**src/rtl/egb_pkg.sv**
```systemverilog
// Shared types and constants for the extended GCD block.
`timescale 1ns / 1ps
`default_nettype none

package egb_pkg;

  localparam int WIDTH_DEF = 16;

  typedef enum logic [2:0] {
    ST_IDLE,
    ST_CHECK,
    ST_DIV,
    ST_MUL_S,
    ST_MUL_T,
    ST_UPD
  } state_t;

  typedef struct packed {
    logic busy;
    logic done;
  } div_stat_t;

endpackage

`default_nettype wire

```
**src/rtl/egb_div.sv**
```systemverilog
// Restoring divider, one quotient bit per cycle.
`timescale 1ns / 1ps
`default_nettype none

module egb_div #(
  parameter int WIDTH = egb_pkg::WIDTH_DEF
) (
  input  wire                     clk,
  input  wire                     rst,
  input  wire                     start,
  input  wire  [WIDTH-1:0]        dividend,
  input  wire  [WIDTH-1:0]        divisor,
  output logic [WIDTH-1:0]        quotient,
  output logic [WIDTH-1:0]        remainder,
  output egb_pkg::div_stat_t      stat
);

  localparam int CNT_W = $clog2(WIDTH + 1);

  logic [CNT_W-1:0] cnt;
  logic [WIDTH-1:0] dvs;
  logic [WIDTH:0]   trial;
  logic [WIDTH:0]   diff;
  logic             busy;
  logic             done;

  assign trial = {remainder, quotient[WIDTH-1]};
  assign diff  = trial - {1'b0, dvs};

  always_ff @(posedge clk) begin
    if (rst) begin
      busy <= 1'b0;
      done <= 1'b0;
      cnt  <= '0;
    end else begin
      done <= 1'b0;
      if (start && !busy) begin
        busy <= 1'b1;
        cnt  <= CNT_W'(WIDTH);
      end else if (busy) begin
        cnt <= cnt - 1'b1;
        if (cnt == CNT_W'(1)) begin
          busy <= 1'b0;
          done <= 1'b1;
        end
      end
    end
  end

  // Dividend shifts out of the top while quotient bits shift in at the bottom.
  always_ff @(posedge clk) begin
    if (start && !busy) begin
      quotient  <= dividend;
      remainder <= '0;
      dvs       <= divisor;
    end else if (busy) begin
      if (!diff[WIDTH]) begin
        remainder <= diff[WIDTH-1:0];
        quotient  <= {quotient[WIDTH-2:0], 1'b1};
      end else begin
        remainder <= trial[WIDTH-1:0];
        quotient  <= {quotient[WIDTH-2:0], 1'b0};
      end
    end
  end

  always_comb begin
    stat.busy = busy;
    stat.done = done;
  end

endmodule

`default_nettype wire

```
**src/rtl/extended_gcd_bezout.sv**
```systemverilog
// Per Euclid step: a check, the bit-serial division, its done pulse, a multiply for s,
// a multiply for t and an update; plus an accept in idle and a final check per item.
// Throughput: one item at a time, bounded by the bit-serial divider loop.
// The next item is accepted while a finished result still waits on the output.
// Reset: rst synchronous, active high; clears the sequencer, divider and output valid.
`timescale 1ns / 1ps
`default_nettype none

module extended_gcd_bezout #(
  parameter int WIDTH = egb_pkg::WIDTH_DEF,
  localparam int IN_W  = ((2 * WIDTH + 7) / 8) * 8,
  localparam int OUT_W = ((3 * WIDTH + 2 + 7) / 8) * 8
) (
  input  wire              clk,
  input  wire              rst,
  input  wire              s_tvalid,
  output logic             s_tready,
  input  wire  [IN_W-1:0]  s_tdata,   // operand_a, operand_b
  output logic             m_tvalid,
  input  wire              m_tready,
  output logic [OUT_W-1:0] m_tdata    // divisor, coeff_a, coeff_b
);

  egb_pkg::state_t    state;
  egb_pkg::state_t    state_next;
  egb_pkg::div_stat_t div_stat;

  logic [WIDTH-1:0] rem_prev;
  logic [WIDTH-1:0] rem_cur;
  logic [WIDTH:0]   sa_prev;
  logic [WIDTH:0]   sa_cur;
  logic [WIDTH:0]   tb_prev;
  logic [WIDTH:0]   tb_cur;
  logic [WIDTH:0]   prod;
  logic [WIDTH-1:0] div_quot;
  logic [WIDTH-1:0] div_rem;

  logic             div_start;
  logic             load_out;
  logic             out_free;
  logic [WIDTH:0]   mul_b;
  logic [2*WIDTH+1:0] mul_full;
  logic [OUT_W-1:0] out_word;

  egb_div #(
    .WIDTH(WIDTH)
  ) u_div (
    .clk       (clk),
    .rst       (rst),
    .start     (div_start),
    .dividend  (rem_prev),
    .divisor   (rem_cur),
    .quotient  (div_quot),
    .remainder (div_rem),
    .stat      (div_stat)
  );

  assign out_free = !m_tvalid || m_tready;

  // Next state
  always_comb begin
    state_next = state;
    case (state)
      egb_pkg::ST_IDLE: begin
        if (s_tvalid) state_next = egb_pkg::ST_CHECK;
      end
      egb_pkg::ST_CHECK: begin
        if (rem_cur != '0) state_next = egb_pkg::ST_DIV;
        else if (out_free) state_next = egb_pkg::ST_IDLE;
      end
      egb_pkg::ST_DIV: begin
        if (div_stat.done) state_next = egb_pkg::ST_MUL_S;
      end
      egb_pkg::ST_MUL_S: state_next = egb_pkg::ST_MUL_T;
      egb_pkg::ST_MUL_T: state_next = egb_pkg::ST_UPD;
      egb_pkg::ST_UPD:   state_next = egb_pkg::ST_CHECK;
      default:           state_next = egb_pkg::ST_IDLE;
    endcase
  end

  // Outputs of the sequencer
  always_comb begin
    s_tready  = (state == egb_pkg::ST_IDLE);
    div_start = (state == egb_pkg::ST_CHECK) && (rem_cur != '0);
    load_out  = (state == egb_pkg::ST_CHECK) && (rem_cur == '0) && out_free;
  end

  always_ff @(posedge clk) begin
    if (rst) state <= egb_pkg::ST_IDLE;
    else     state <= state_next;
  end

  // Shared multiplier: quotient times the current s, then the current t.
  // Products wrap at WIDTH+1 bits, which is exact for the coefficients.
  assign mul_b    = (state == egb_pkg::ST_MUL_S) ? sa_cur : tb_cur;
  assign mul_full = {1'b0, div_quot} * mul_b;

  always_ff @(posedge clk) begin
    case (state)
      egb_pkg::ST_IDLE: begin
        if (s_tvalid) begin
          rem_prev <= s_tdata[WIDTH-1:0];
          rem_cur  <= s_tdata[2*WIDTH-1:WIDTH];
          sa_prev  <= (WIDTH+1)'(1);
          sa_cur   <= '0;
          tb_prev  <= '0;
          tb_cur   <= (WIDTH+1)'(1);
        end
      end
      egb_pkg::ST_MUL_S: begin
        prod <= mul_full[WIDTH:0];
      end
      egb_pkg::ST_MUL_T: begin
        sa_prev <= sa_cur;
        sa_cur  <= sa_prev - prod;
        prod    <= mul_full[WIDTH:0];
      end
      egb_pkg::ST_UPD: begin
        tb_prev  <= tb_cur;
        tb_cur   <= tb_prev - prod;
        rem_prev <= rem_cur;
        rem_cur  <= div_rem;
      end
      default: begin
      end
    endcase
  end

  always_comb begin
    out_word = '0;
    out_word[WIDTH-1:0]           = rem_prev;
    out_word[2*WIDTH:WIDTH]       = sa_prev;
    out_word[3*WIDTH+1:2*WIDTH+1] = tb_prev;
  end

  // Output register: hold until the transaction completes.
  always_ff @(posedge clk) begin
    if (rst) begin
      m_tvalid <= 1'b0;
    end else if (load_out) begin
      m_tvalid <= 1'b1;
    end else if (m_tready) begin
      m_tvalid <= 1'b0;
    end
  end

  always_ff @(posedge clk) begin
    if (load_out) m_tdata <= out_word;
  end

`ifndef ASSERT_OFF
  a_idle_div_quiet: assert property (@(posedge clk) disable iff (rst)
    (state == egb_pkg::ST_IDLE) |-> !div_stat.busy)
    else $error("divider busy while sequencer idle");

  a_done_in_div: assert property (@(posedge clk) disable iff (rst)
    div_stat.done |-> (state == egb_pkg::ST_DIV))
    else $error("divider finished outside of division wait");

  a_load_sets_valid: assert property (@(posedge clk) disable iff (rst)
    load_out |=> m_tvalid)
    else $error("result load did not raise output valid");

  a_start_idle_div: assert property (@(posedge clk) disable iff (rst)
    div_start |-> !div_stat.busy)
    else $error("divider started while busy");
`endif

endmodule

`default_nettype wire
```
**config.mk**
```make
export PLATFORM = sky130hd
export DESIGN_NAME = extended_gcd_bezout
export DESIGN_NICKNAME = d
export VERILOG_FILES = /design/src/rtl/egb_pkg.sv /design/src/rtl/egb_div.sv /design/src/rtl/extended_gcd_bezout.sv
export SDC_FILE = /design/constraint.sdc
export NUM_CORES = 1
export LEC_CHECK = 0
export ABC_AREA = 1
export BUFFER_PORTS_ARGS = -buffer_cell sky130_fd_sc_hd__buf_2
export CORE_ASPECT_RATIO = 1.25
export CORE_MARGIN = 1.5
export CORE_UTILIZATION = 28
export DETAILED_ROUTE_END_ITERATION = 6
export SYNTH_ARGS = -nofsm -noshare
export SYNTH_HDL_FRONTEND = slang
export SYNTH_HIERARCHICAL = 1
export SYNTH_SLANG_ARGS = --single-unit
```
**constraint.sdc**
```tcl
create_clock -name clk -period 5.01 [get_ports clk]
set_input_delay 0.2505 -clock clk [delete_from_list [all_inputs] [get_ports clk]]
set_output_delay 0.2505 -clock clk [all_outputs]
set_load 0.05 [all_outputs]
```
==> results.toml, run 1 <==
[setup_path]
r2r_start = "state[1]$_SDFFE_PP0P_"
slowest_delay_ps = 550
ff2ff_path_depth = 25
crit_type = "reg2reg"
crit_fanout = 9
r2r-end = "prod[16]$_DFFE_PN_"
setup.reg_to_reg.worst_slack_ps = -430
setup.worst_path.end = "prod[16]$_DFFE_PN_"
arrival_ps = 5760
end_kind = "flop"
startpoint_type = "flop"
slowest_stage = "fa_1"
startpoint = "state[1]$_SDFFE_PP0P_"
crit_top_cell = "fa_1"
worstPathRequired_ps = 5330

[die]
fp.dieH_um = 270
start_util_pct = 28.4
core-area_um2 = 56200
rows = 97
die_area_um2 = 58500
num_io_pins = 94
die_x_um = 217

[timing]
drv_slew = 0
grt_setup_unrepaired = "true"
worst_slew_margin_rel_pct = 16.3
max_freq_ghz = 0.184
hold_viol = 0
timing.final.crit_share_pct = 109
clock-skew-final_ps = 30.2
setup_ws_ps = -430
worstMarginPinSlew_ps = 1250
period_needed_ps = 5440
finalSetupViolations = 6

[cts]
cts_tree = "done"
h-tree-depth = 1
clkTransAtPathRegs_ps = 60
clkSinkCount = 226
clk_path_buf_depth = 3
cts_root_buf = "clkbuf_16"
clk_latency_ps = 560
cts_buffers = 26

[place]
dp_cells = 2748
gp_congestion = 0.951
portBuffers = 87
dpl_cell_area_um2 = 18100
dpl.hpwl_um = 36600
pre_cts_ws_ps = -607

[routing]
wl_met3_um = 2310
vias = 12700
drtAntennaViolNets = 0
met1_length_um = 18100
viasPerCell = 4.49
avgRoutedWirePerCell_um = 16.0
wl_um = 45200
met2_length_um = 22800
dr.first_iter.drc_count = 752
drtPass1Iterations = 7
drc = 0
highest_layer = "met4"

[final_layout]
syn2layout_area_growth_pct = 22.2
drive_gt1_share_pct = 18.4
final_cells = 2829
antennaDiodeCount = 0
nets = 2300
fillerInstances = 5799
design_area_um2 = 19500

[global_route]
grt_pass1_wl_um = 70400
antenna_found_initial = 0
grt_max_degree = 67
first_global_vias = 13000
track_usage_pct = 15.4
gr-total-overflow = 0

[worst_hold_path]
hold_path_class = "in2reg"

[logic_synthesis]
synth_area_um2 = 16000
avgSynthCellArea_um2 = 8.70
yosys_warnings = 6
synth_cells = 1835

[flow_run]
cap_violations = 0

[run_status]
status = "finished, violations left"
violations = "setup timing"
how the worst min path moves through the flow:
| stage | startpoint | to | slack, ps | cells after the start |
|---|---|---|---|---|
| final | m_tready | m_tvalid$_SDFFE_PP0P_ | 30 | 4 |
| after CTS | s_tdata[0] | rem_prev[0]$_DFFE_PP_ | 20 | 3 |
| after detailed placement | rem_cur[9]$_DFFE_PP_ | u_div/dvs[9]$_DFFE_PP_ | 440 | 0 |
| after floorplan | rst | state[2]$_SDFFE_PP0P_ | 310 | 1 |
| after global placement | rem_cur[3]$_DFFE_PP_ | u_div/dvs[3]$_DFFE_PP_ | 430 | 0 |
| after global routing | s_tdata[0] | rem_prev[0]$_DFFE_PP_ | 40 | 3 |
worst max-delay path: cells and delay by family (launching register included):
kind / cells / cell delay [ps]
flops: 1 / 370
fa+ha+maj: 7 / 3180
buf+inv: 6 / 450
simple gates: 9 / 790
compound gates: 3 / 410
per-layer routing:
| layer | up-vias | track usage [%] |
|---|---|---|
| li1 | 6235 | - |
| met1 | 5995 | 18.5 |
| met2 | 361 | 27.7 |
| met3 | 100 | 1.86 |
| met4 | 0 | 6.23 |
| met5 | - | 0 |
repair_timing:
| action | CTS | global route |
|---|---|---|
| gates resized for setup | 23 | 36 |
| cloned | 0 | 0 |
| hold endpoints to repair | 30 | 0 |
| hold buffers | 25 | 0 |
| pin swaps | 12 | 19 |
| setup endpoints to repair | 8 | 8 |
| setup buffers | 4 | 4 |
per-stage QoR:
step	hold slack, ps	setup TNS [ps]	utilization, %
2_1_floorplan	312	-248	-
3_3_place_gp	431	-2760	32.2
3_5_place_dp	439	-3480	32.2
4_1_cts	17.7	-2080	34.4
5_1_grt	35.9	-3000	34.7
6_report	32.2	-1260	34.7
cells in the final DEF (no fill, tap or decap), types with 24 or more instances in the layout:
master and instances:
nand2_2 38, ha_1 89, o21ai_0 55, buf_2 87, clkbuf_16 26, dlygate4sd3_1 25, fa_1 90, dfxtp_1 24
nor2_1 144, edfxtp_1 199, buf_4 122, nand3_1 63, inv_1 343, a21oi_1 81, nand2_1 483
registers in the layout, summed over array words and instances, names as in the netlist, 17 cells and up:
name,count
m_tdata,50
prod,17
sa_cur,17
sa_prev,17
tb_cur,17
tb_prev,17
layout make-up:
cell class / count / area, µm² / area share (%)
timing repair buffer: 241 / 1720 / 8.79
clock buffer: 34 / 721 / 3.69
multi-input combinational: 1207 / 8110 / 41.6
tap: 742 / 928 / 4.76
sequential: 226 / 6520 / 33.4
inverter: 365 / 1380 / 7.06
clock inverter: 14 / 140 / 0.718
Power of run 1 is left out: the tool's default activity adds up to more than one toggle a clock period on the data nets, which glitch-free logic cannot reach.
==> run 2: changes to the inputs <==
==> constraint.sdc (replaced) <==
create_clock -name clk -period 5.01 [get_ports clk]
set_input_delay 1.2525 -clock clk [delete_from_list [all_inputs] [get_ports clk]]
set_output_delay 1.2525 -clock clk [all_outputs]
set_load 0.05 [all_outputs]
==> run 2 against run 1 <==
Compared with the run above: the flow still finishes with violations (setup timing); core utilization fell by 0.38 points; global-route usage fell by 0.39 points; sequential share of layout area rose by 0.39 points; first-iteration DRC count fell by 4.9%; via count fell by 0.51%; critical path depth rose by 2; highest routed layer unchanged; final area fell by 1.1%; final cell count fell by 0.88%; maximum frequency rose by 0.45%.
==> results.toml, run 2 (synthesized netlist as in run 1, its figures left out) <==
[run_status]
status = "finished, violations left"
violations = "setup timing"

[setup_path]
slowest_delay_ps = 520
setup.reg_to_reg.worst_slack_ps = -410
worstPathRequired_ps = 5320
r2r-end = "prod[16]$_DFFE_PN_"
r2r_start = "state[0]$_SDFFE_PP0P_"
setup.worst_path.end = "prod[16]$_DFFE_PN_"
startpoint = "state[0]$_SDFFE_PP0P_"
slowest_stage = "fa_1"
crit_type = "reg2reg"
arrival_ps = 5730
startpoint_type = "flop"
ff2ff_path_depth = 27
end_kind = "flop"
crit_fanout = 7

[routing]
avgRoutedWirePerCell_um = 15.7
wl_um = 44100
drtPass1Iterations = 5
dr.first_iter.drc_count = 715
drc = 0
vias = 12600
drtAntennaViolNets = 0
viasPerCell = 4.50

[timing]
worst_slew_margin_rel_pct = 19.6
timing.final.crit_share_pct = 108
period_needed_ps = 5420
setup_ws_ps = -405
clock-skew-final_ps = 26.1
drv_slew = 0
max_freq_ghz = 0.185
finalSetupViolations = 7
worstMarginPinSlew_ps = 1200
hold_viol = 0
grt_setup_unrepaired = "true"
worst_hold_slack_ps = 446

[cts]
clk_latency_ps = 550
hold_buffers = 0
h-tree-depth = 1
clkTransAtPathRegs_ps = 60
clkSinkCount = 226
cts_root_buf = "clkbuf_16"
cts_buffers = 25
cts_tree = "done"
clk_path_buf_depth = 3

[final_layout]
syn2layout_area_growth_pct = 20.9
nets = 2277
final_cell_mix = "nand2_1 (482), inv_1 (341), edfxtp_1 (199)"
final_cells = 2804
antennaDiodeCount = 0
regMostFlops = "m_tdata"
largest_register_ffs = 50
layout_commonest_cell = "nand2_1"
drive_gt1_share_pct = 18.6

[place]
pre_cts_ws_ps = -744
dp_cells = 2747
dpl.hpwl_um = 35600
gp_congestion = 0.913
portBuffers = 87

[die]
fp.dieH_um = 270
rows = 97
num_io_pins = 94
core-area_um2 = 56200
die_x_um = 217
die_area_um2 = 58500
start_util_pct = 28.4

[global_route]
track_usage_pct = 15.0
grt_pass1_wl_um = 68700
gr-total-overflow = 0
antenna_found_initial = 0
first_global_vias = 12600
grt_max_degree = 67

[worst_hold_path]
hold_path_class = "reg2reg"

[flow_run]
cap_violations = 0
run 2: cell type report:
class / instances / area (µm²)
Clock inverter: 14 / 149
Fill cell: 5712 / 36900
Clock buffer: 31 / 648
Multi-Input combinational cell: 1208 / 8120
Inverter: 365 / 1410
Sequential cell: 226 / 6530
Timing Repair Buffer: 218 / 1520
Tap cell: 742 / 928
run 2: worst min-delay path by stage:
| stage | startpoint | endpoint | slack (ps) | depth (start not counted) |
|---|---|---|---|---|
| after floorplan | sa_prev[0]$_SDFFCE_PN1P_ | m_tdata[16]$_DFFE_PP_ | 430 | 0 |
| after global placement | rem_cur[3]$_DFFE_PP_ | u_div/dvs[3]$_DFFE_PP_ | 430 | 0 |
| after detailed placement | rem_cur[10]$_DFFE_PP_ | u_div/dvs[10]$_DFFE_PP_ | 430 | 0 |
| after CTS | rem_cur[10]$_DFFE_PP_ | u_div/dvs[10]$_DFFE_PP_ | 450 | 0 |
| after global routing | rem_cur[7]$_DFFE_PP_ | u_div/dvs[7]$_DFFE_PP_ | 460 | 0 |
| final | rem_cur[10]$_DFFE_PP_ | u_div/dvs[10]$_DFFE_PP_ | 450 | 0 |
run 2: through the flow:
stage	setup TNS [ps]	cell area [µm²]	utilization, %
floorplan	-248	16100	-
global route	-3030	19300	34.4
detailed placement	-4180	18100	32.2
CTS	-1510	19200	34.2
finish	-1360	19300	34.4
global placement	-3440	18100	32.2
run 2: metal layers:
layer / global-route usage (%) / share of wire, %
met5: 0 / 0
met4: 5.61 / 4.1
met3: 1.66 / 4.0
met2: 26.8 / 50
met1: 18.5 / 42
run 2: timing repair:
item                                    4_1_cts  5_1_grt
cloned                                        2        0
resized for setup                            60       24
pin swaps                                    17       17
buffers inserted                              8        2
endpoints found under the setup margin        9        8
hold endpoints to repair                      0        0
run 2: worst max-delay path: cells and delay by family (launching register included):
| kind | cells | cell delay (ps) |
|---|---|---|
| simple gates | 9 | 680 |
| fa+ha+maj | 7 | 3210 |
| flops | 1 | 390 |
| buf+inv | 8 | 650 |
| compound gates | 3 | 230 |
Power of run 2 is left out for the same reason.
==> run 3: changes to the inputs <==
- CORE_UTILIZATION: 28 -> 40
- SKIP_CTS_REPAIR_TIMING: unset -> 1
==> run 3 against run 2 <==
Compared with the run above: the flow still finishes with violations (setup timing); first-iteration DRC count fell by 6.9%; maximum frequency shrank 1.0%; final cell count shrank 9.2%; sequential share of layout area up 0.88 points; worst hold slack better by 4.4 ps; via count shrank 1.4%; critical endpoint is now prod[14]$_DFFE_PN_.
==> results.toml, run 3 (synthesized netlist as in run 1, its figures left out) <==
[worst_hold_path]
worstHoldStart = "rem_cur[9]$_DFFE_PP_"
hold_path_class = "reg2reg"

[setup_path]
startpoint_type = "flop"
slowest_delay_ps = 570
crit_type = "reg2reg"
crit_fanout = 15
r2r_start = "state[2]$_SDFFE_PP0P_"
worstPathRequired_ps = 5280
crit_top_cell = "fa_1"
slowest_stage = "fa_1"
arrival_ps = 5740
startpoint = "state[2]$_SDFFE_PP0P_"
end_kind = "flop"
crit_path_cell_trace = "inv_2 -> nand3_4 -> buf_12 -> o21ai_2 -> inv_2 -> nand2_1 -> fa_1 -> fa_1 -> fa_1 -> fa_1 -> fa_1 -> fa_1 -> inv_1 -> ha_1 -> a21oi_2 -> a21boi_2 -> buf_4 -> o21ai_0 -> xor2_1"

[timing]
setup_ws_ps = -460
hold_viol = 0
fin_setup_tns_ps = -1860
clock-skew-final_ps = 12.4
timing.final.crit_share_pct = 109
max_freq_ghz = 0.183
worstMarginPinSlew_ps = 1090
period_needed_ps = 5470
grt_setup_unrepaired = "true"
finalSetupViolations = 6
drv_slew = 0
worst_slew_margin_rel_pct = 27.5

[run_status]
violations = "setup timing"
status = "finished, violations left"

[place]
portBuffers = 87
gp_congestion = 0.939
dpl.hpwl_um = 35100

[routing]
drtPass1Iterations = 5
wl_um = 43500
drtAntennaViolNets = 0
dr.first_iter.drc_count = 666
vias = 12400
viasPerCell = 4.89
drc = 0
avgRoutedWirePerCell_um = 17.1

[die]
fp.dieH_um = 226
core-area_um2 = 39200
start_util_pct = 40.7
rows = 81
die_x_um = 182
num_io_pins = 94
die_area_um2 = 41100

[cts]
h-tree-depth = 1
clk_latency_ps = 540
clk_path_buf_depth = 3
cts_root_buf = "clkbuf_16"
cts_buffers = 24
clkSinkCount = 226
clkTransAtPathRegs_ps = 60
cts_tree = "done"

[final_layout]
syn2layout_area_growth_pct = 17.8
layout_commonest_cell = "nand2_1"
nets = 2263
final_cell_mix = "nand2_1 (494), inv_1 (344), edfxtp_1 (199)"
regMostFlops = "m_tdata"
largest_register_ffs = 50
utilization_pct = 48.0
antennaDiodeCount = 0
drive_gt1_share_pct = 16.7

[global_route]
first_global_vias = 12800
grt_max_degree = 67
gr-total-overflow = 0
grt_pass1_wl_um = 68200
antenna_found_initial = 0
track_usage_pct = 21.6

[flow_run]
cap_violations = 0
run 3: cell count changes in the layout (fill, tap and decap cells not counted), moves of 3 or more:
cell and change:
inv_6 -3, nor2_2 -3, inv_4 +3, clkbuf_8 +5, inv_1 +3, buf_6 -5
nand2_1 +12, nor2_4 -3, buf_4 -7, nor2_1 +6, nand2_2 -12, clkinv_1 -4
run 3: cell type report:
type / instances / area (µm²)
Clock buffer: 39 / 749
Clock inverter: 5 / 111
Fill cell: 3746 / 20400
Inverter: 365 / 1390
Multi-Input combinational cell: 1207 / 8010
Sequential cell: 226 / 6520
Tap cell: 498 / 623
Timing Repair Buffer: 206 / 1410
run 3: routing by layer:
layer / wire [µm] / track usage, %
met1: 17200 / 24.4
met2: 23000 / 41.5
met4: 1700 / 8.41
met5: 0 / 0
met3: 1660 / 2.12
run 3: metrics by stage:
| step | instances | instance area, µm² | hold WS, ps | worst slack [ps] |
|---|---|---|---|---|
| global route | 2546 | 18800 | 465 | -705 |
| finish | 2546 | 18800 | 450 | -460 |
| detailed placement | 2496 | 17800 | 436 | -667 |
| CTS | 2540 | 18700 | 450 | -679 |
| floorplan | 1840 | 16100 | 426 | -191 |
| global placement | 2496 | 17800 | 430 | -568 |
run 3: worst paths after layout:
kind | end | depth (start not counted) | slack [ps]
max | prod[14]$_DFFE_PN_ | 19 | -460
min | u_div/dvs[9]$_DFFE_PP_ | 0 | 450
max reg2reg | prod[14]$_DFFE_PN_ | 19 | -460
min reg2reg | u_div/dvs[9]$_DFFE_PP_ | 0 | 450
run 3: critical path, delay by kind of cell, from the launching register on:
kind / cells / cell delay, ps
fa+ha+maj: 7 / 3250
compound gates: 4 / 680
buf+inv: 5 / 530
flops: 1 / 330
simple gates: 2 / 210
xor+xnor: 1 / 170
Power of run 3 is left out for the same reason.
